$ cat src/rtl/ssq_pkg.sv
// ----------------------------------------------------------------------------
// ssq_pkg
// Shared types and codes for the stable sorted priority queue core.
// ----------------------------------------------------------------------------
package ssq_pkg;

  localparam int ValueW = 32;
  localparam int PrioW  = 32;
  localparam int OccW   = 5;

  // Operation codes carried on in_tuser.
  localparam logic FUNC_ENQ = 1'b0;
  localparam logic FUNC_DEQ = 1'b1;

  // Result status codes carried on out_tuser.
  localparam logic [1:0] ST_OK    = 2'd0;
  localparam logic [1:0] ST_EMPTY = 2'd1;
  localparam logic [1:0] ST_FULL  = 2'd2;

  typedef struct packed {
    logic signed [ValueW-1:0] value;
    logic signed [PrioW-1:0]  prio;
  } item_t;

  // Broadcast from the top level to every cell in the chain.
  typedef struct packed {
    logic  enq;
    logic  deq;
    item_t new_item;
  } cell_ctrl_t;

endpackage

$ cat src/rtl/stable_sorted_priority_queue_core.sv
// ----------------------------------------------------------------------------
// stable_sorted_priority_queue_core
// Bounded priority queue kept sorted by descending priority in a chain of
// slot cells; equal priorities leave in arrival order.
// ----------------------------------------------------------------------------
//  Channel  Direction  tdata (low bit up)                    tuser
//  in_      slave      value[31:0], priority[63:32]          func
//  out_     master     value, priority, occupancy[68:64]     status
//
//  Every cell compares its priority with the broadcast newcomer in parallel,
//  so one transfer per cycle is taken while in_tready is high.
//  The result sits in an output register; a new input transfer is taken while
//  out_tready is high or the register is empty.
//  Reset (rst_n low, synchronous) empties the queue and drops any result.
//  Slot contents are not cleared; only the entry count and output valid are reset.
// ----------------------------------------------------------------------------
module stable_sorted_priority_queue_core import ssq_pkg::*; #(
  parameter int CAPACITY = 16
) (
  input  logic        clk,
  input  logic        rst_n,
  input  logic        in_tvalid,
  output logic        in_tready,
  input  logic [63:0] in_tdata,   // item_value[31:0], item_priority[63:32]
  input  logic        in_tuser,   // func
  output logic        out_tvalid,
  input  logic        out_tready,
  output logic [71:0] out_tdata,  // out_value[31:0], out_priority[63:32],
                                  // occupancy[68:64], zero fill
  output logic [1:0]  out_tuser   // status
);

  localparam int CW = $clog2(CAPACITY + 1);

  logic [CW-1:0] count_r, count_nxt;
  logic          out_valid_r;
  logic [1:0]    status_r, status_nxt;
  item_t         res_r, res_nxt;
  logic [OccW-1:0] occ_r;

  cell_ctrl_t ctrl;
  item_t      cell_items [CAPACITY];
  logic       cell_ge    [CAPACITY];

  logic acc, full, empty, is_enq;
  logic [CW+OccW-1:0] occ_wide;

  assign in_tready = !out_valid_r || out_tready;
  assign acc       = in_tvalid && in_tready;
  assign is_enq    = (in_tuser == FUNC_ENQ);
  assign full      = (count_r == CW'(CAPACITY));
  assign empty     = (count_r == '0);

  assign ctrl.enq              = acc && is_enq && !full;
  assign ctrl.deq              = acc && !is_enq && !empty;
  assign ctrl.new_item.value   = in_tdata[31:0];
  assign ctrl.new_item.prio    = in_tdata[63:32];

  genvar gi;
  generate
    for (gi = 0; gi < CAPACITY; gi++) begin : g_cell
      item_t left_item, right_item;
      logic  left_ge;
      if (gi == 0) begin : g_head
        assign left_item = cell_items[0];
        assign left_ge   = 1'b1;
      end else begin : g_mid
        assign left_item = cell_items[gi-1];
        assign left_ge   = cell_ge[gi-1];
      end
      if (gi == CAPACITY - 1) begin : g_tail
        assign right_item = cell_items[gi];
      end else begin : g_body
        assign right_item = cell_items[gi+1];
      end
      ssq_cell u_cell (
        .clk        (clk),
        .ctrl       (ctrl),
        .occ        (count_r > CW'(gi)),
        .left_ge    (left_ge),
        .left_item  (left_item),
        .right_item (right_item),
        .item       (cell_items[gi]),
        .ge         (cell_ge[gi])
      );
    end
  endgenerate

  always_comb begin
    count_nxt    = count_r;
    status_nxt   = ST_OK;
    res_nxt      = '0;
    priority if (ctrl.enq) begin
      count_nxt = count_r + CW'(1);
    end else if (ctrl.deq) begin
      count_nxt = count_r - CW'(1);
      res_nxt   = cell_items[0];
    end else if (is_enq) begin
      status_nxt = ST_FULL;
    end else begin
      status_nxt = ST_EMPTY;
    end
  end

  assign occ_wide = (CW+OccW)'(count_nxt);

  always_ff @(posedge clk) begin
    if (!rst_n) begin
      count_r     <= '0;
      out_valid_r <= 1'b0;
    end else begin
      if (acc) begin
        count_r     <= count_nxt;
        out_valid_r <= 1'b1;
      end else if (out_tready) begin
        out_valid_r <= 1'b0;
      end
    end
    if (acc) begin
      status_r <= status_nxt;
      res_r    <= res_nxt;
      occ_r    <= occ_wide[OccW-1:0];
    end
  end

  assign out_tvalid = out_valid_r;
  assign out_tuser  = status_r;
  assign out_tdata  = {3'b000, occ_r, res_r.prio, res_r.value};

  // The count never passes the number of cells.
  a_count_bound: assert property (@(posedge clk) disable iff (!rst_n)
    count_r <= CW'(CAPACITY))
    else $error("entry count above capacity");

  // A successful insert grows the queue by exactly one.
  a_enq_count: assert property (@(posedge clk) disable iff (!rst_n)
    ctrl.enq |=> count_r == $past(count_r) + CW'(1))
    else $error("insert did not grow the queue by one");

  // The two front slots stay in descending priority order.
  a_head_sorted: assert property (@(posedge clk) disable iff (!rst_n)
    count_r >= CW'(2) |-> !(cell_items[0].prio < cell_items[1].prio))
    else $error("head slots out of order");

  // A refused dequeue reports an empty queue and no data.
  a_empty_result: assert property (@(posedge clk) disable iff (!rst_n)
    out_valid_r && status_r == ST_EMPTY |-> occ_r == '0 && res_r == '0)
    else $error("empty status with nonzero payload");

endmodule

$ cat src/rtl/ssq_cell.sv
// ----------------------------------------------------------------------------
// ssq_cell
// One slot of the sorted chain: keeps its entry, takes the new entry, or
// takes a neighbor's entry, depending on the broadcast operation.
// ----------------------------------------------------------------------------
module ssq_cell import ssq_pkg::*; (
  input  logic       clk,
  input  cell_ctrl_t ctrl,
  input  logic       occ,        // this slot holds a live entry
  input  logic       left_ge,    // left neighbor stays put on an insert
  input  item_t      left_item,
  input  item_t      right_item,
  output item_t      item,
  output logic       ge
);

  item_t item_r;
  item_t item_nxt;

  // An entry of equal priority stays ahead of the newcomer.
  assign ge   = occ && !(item_r.prio < ctrl.new_item.prio);
  assign item = item_r;

  always_comb begin
    item_nxt = item_r;
    priority if (ctrl.enq) begin
      priority if (ge) begin
        item_nxt = item_r;
      end else if (left_ge) begin
        item_nxt = ctrl.new_item;
      end else begin
        item_nxt = left_item;
      end
    end else if (ctrl.deq) begin
      item_nxt = right_item;
    end
  end

  always_ff @(posedge clk) begin
    item_r <= item_nxt;
  end

endmodule

$ cat config.mk
export PLATFORM = sky130hd
export DESIGN_NAME = stable_sorted_priority_queue_core
export DESIGN_NICKNAME = d
export VERILOG_FILES = /design/src/rtl/ssq_pkg.sv /design/src/rtl/stable_sorted_priority_queue_core.sv /design/src/rtl/ssq_cell.sv
export SDC_FILE = /design/constraint.sdc
export NUM_CORES = 2
export LEC_CHECK = 0
export BUFFER_PORTS_ARGS = -buffer_cell sky130_fd_sc_hd__buf_2
export CELL_PAD_IN_SITES_DETAIL_PLACEMENT = 2
export CELL_PAD_IN_SITES_GLOBAL_PLACEMENT = 2
export CORE_ASPECT_RATIO = 1.2
export CORE_UTILIZATION = 43
export CTS_CLUSTER_DIAMETER = 80
export DETAILED_ROUTE_END_ITERATION = 8
export PLACE_DENSITY_LB_ADDON = 0.08
export SLEW_MARGIN = 25
export SYNTH_ARGS = -nofsm -noshare
export SYNTH_HDL_FRONTEND = slang
export SYNTH_SLANG_ARGS = --single-unit
$ cat constraint.sdc
create_clock -name clk -period 11.3 [get_ports clk]
set_input_delay 2.825 -clock clk [delete_from_list [all_inputs] [get_ports clk]]
set_output_delay 2.825 -clock clk [all_outputs]
set_load 0.05 [all_outputs]
==> results.cfg <==
[outcome]
status = finished clean

[placed_design]
port_buffers = 141
gp_congestion = 0.904
dp_hpwl_mm = 171
placed_area_um2 = 66400

[timing]
worstMarginPinSlew_ns = 1.11
fin_crit_ns = 7.62
rsz0062_at_grt = false
fin_setup_tns_ns = 0
timing.final.hold_violations = 0
whs_ns = 0.545
maxSlewViolCount = 0
setup_viol = 0
fin_worst_skew_ns = 0.0282
slew_headroom_pct = 25.7
clock.fmax_mhz = 131
period_share_pct = 67.4

[grt]
grt_start_max_net_pins = 254
grt-ovfl-total = 0
grt_first_pass_wirelength_mm = 388
antenna_found_initial = 8
grt_pass1_vias = 56500
grt_use_total_pct = 34.8

[critical_path]
cp-start-kind = input port
arrival_ns = 8.04
slowest_stage = a21o_4
cp_num_buf_inv = 3
cp_cell_sequence = buf_2 -> inv_1 -> ha_1 -> nor3_1 -> nor3_1 -> a221oi_1 -> o311ai_1 -> a21oi_1 -> o311a_4 -> or2_4 -> a21o_4 -> buf_4
critPathRequiredTime_ns = 11.72
path_max_fanout = 42
path_class = in2reg
crit_family = compound AO/OA/AOI/OAI gates
max_stage_delay_ns = 0.85
end_kind = register
cpMostUsedCell = nor3_1

[logic_synthesis]
synth_top_area_cell = edfxtp_1
synthSimpleGateAreaFrac_pct = 14.0
ys_top_cells_by_area = edfxtp_1 51%, ha_1 9.8%, o211ai_1 7.6%, nand2_1 6.4%, mux2i_1 4.0%
syn_area_per_cell_um2 = 10.7
ys_seq_area_share_pct = 51.5
ys_warn_count = 0
synth-compound-area-share_pct = 15.9
synthesis.area_um2 = 64100
yosys.area_share.xor_xnor_pct = 0.0410
async_flop_share_pct = 0
synthCells = 6015
yosys.area.top_type_share_pct = 51.3
synth_fa_ha_area_share_pct = 9.78
synth-seq-cells = 1101
synth_top_family_by_area = compound AO/OA/AOI/OAI gates
ys.flop_type = edfxtp_1
synth_edf_count = 1095
yosysUniqueCellTypes = 61
synth_mux_area_share_pct = 5.17

[detailed_routing]
first_pass_iters = 5
vias = 52700
ant_nets = 0
wl_per_cell_um = 33.4
drc_errors = 0
wirelength_mm = 266
drt_iter0_drc = 4455
via_per_inst = 6.62

[clock_network]
path_clk_slew_ns = 0.06
cts_sinks = 1101
cts-root-buf = clkbuf_16
cts_buffer_depth = 3
clk_latency_ns = 0.80
cts_tree = done
numCtsBuffers = 131
cts_repair_resize_count = 0
cts_setup_buffers = 0
htree_levels = 4
ctsHoldBuffers = 0

[floorplanning]
ioPinCount = 145
initial_core_util_pct = 43.5
rows = 154
core_um2 = 147000
fp.dieH_um = 425
die_x_um = 354
die_area_um2 = 151000

[final_layout]
layout_common_cells = 1095 x edfxtp_1, 1085 x nand2_1, 652 x o211ai_1
syn_to_final_growth_pct = 10.1
layout-drive-gt1-share_pct = 8.84
final_common_cell = edfxtp_1
final_nets = 6476
utilization_pct = 47.8
design_area_um2 = 70500
fillCellCount = 14900

[hold_path]
hp-class = reg2reg

[run]
cap_violations = 0

[power]
report.power.total_mw = 12.6
worst_ir_drop_vdd_mv = 0.175
power_density_nw_per_um2 = 179
power.leakage_nw = 25.9
==> stage by stage <==
step / worst slack [ns] / std cells
6_report: 3.68 / 7957
5_1_grt: 3.68 / 7957
4_1_cts: 3.75 / 7954
3_5_place_dp: 2.90 / 7721
3_3_place_gp: 2.76 / 7714
2_1_floorplan: 1.04 / 6017
==> path summary, 6_finish.rpt <==
| kind | slack [ns] | end | from | depth (start not counted) |
|---|---|---|---|---|
| max | 3.68 | g_cell[4].u_cell.item[29]$_DFFE_PP_ | in_tdata[34] | 12 |
| min | 0.55 | g_cell[14].u_cell.item[49]$_DFFE_PP_ | g_cell[15].u_cell.item[49]$_DFFE_PP_ | 2 |
| max reg2reg | 5.96 | g_cell[5].u_cell.item[32]$_DFFE_PP_ | g_cell[5].u_cell.item[31]$_DFFE_PP_ | 10 |
| min reg2reg | 0.55 | g_cell[14].u_cell.item[49]$_DFFE_PP_ | g_cell[15].u_cell.item[49]$_DFFE_PP_ | 2 |
==> cells in the mapped netlist (all sizes together), types with 8 or more instances <==
cell / instances
a2111oi: 12
a211oi: 20
a21o: 55
a21oi: 184
a221o: 66
a221oi: 79
and2: 136
and4: 10
buf: 163
clkbuf: 320
edfxtp: 1095
ha: 501
inv: 51
mux2: 65
mux2i: 258
nand2: 1095
nand2b: 14
nand3: 411
nand4: 61
nor2: 265
nor2b: 15
nor3: 17
nor4: 8
o211ai: 653
o21ai: 372
==> power by group <==
group | internal, mW | switching (mW) | total, mW
Clock | 2.38 | 1.85 | 4.24
Sequential | 5.21 | 0.428 | 5.64
Combinational | 0.809 | 1.93 | 2.73
Total | 8.41 | 4.21 | 12.6
==> registers in the layout, indices dropped and copies added, names as in the netlist <==
| name | flops |
|---|---|
| count_r | 5 |
| occ_r | 5 |
| out_tdata | 64 |
| out_tvalid | 1 |
| out_tuser | 2 |
| g_cell.u_cell.item | 1024 |
==> tightest hold or removal path, stage by stage (launching register included) <==
cell	delay (ns)
edfxtp_1	0.32
nand2_1	0.05
o211ai_1	0.07
==> cell type report <==
type	count	area (µm²)	share of cell area, %
Multi-Input combinational cell	4382	29100	41.3
Clock buffer	167	3580	5.08
Antenna cell	1	2.50	0.00355
Sequential cell	1101	33000	46.8
Timing Repair Buffer	239	1650	2.34
Inverter	51	194	0.275
Clock inverter	66	543	0.770
Tap cell	1950	2440	3.46
==> layer usage <==
metal	global-route usage, %	part of all wire (%)
met1	44.3	41
met2	58.3	48
met3	4.53	5.4
met4	17.2	5.2
met5	0	0.012
==> logic make-up (layout without fill, tap and decap cells) <==
logic type	count (synthesis)	count (layout)
buf+inv	534	523
simple gates	2057	2057
mux	323	323
xor+xnor	3	3
other cells	1	4
fa+ha+maj	501	501
flops	1101	1101
compound gates	1495	1495
(Power assumes the default switching activity.)
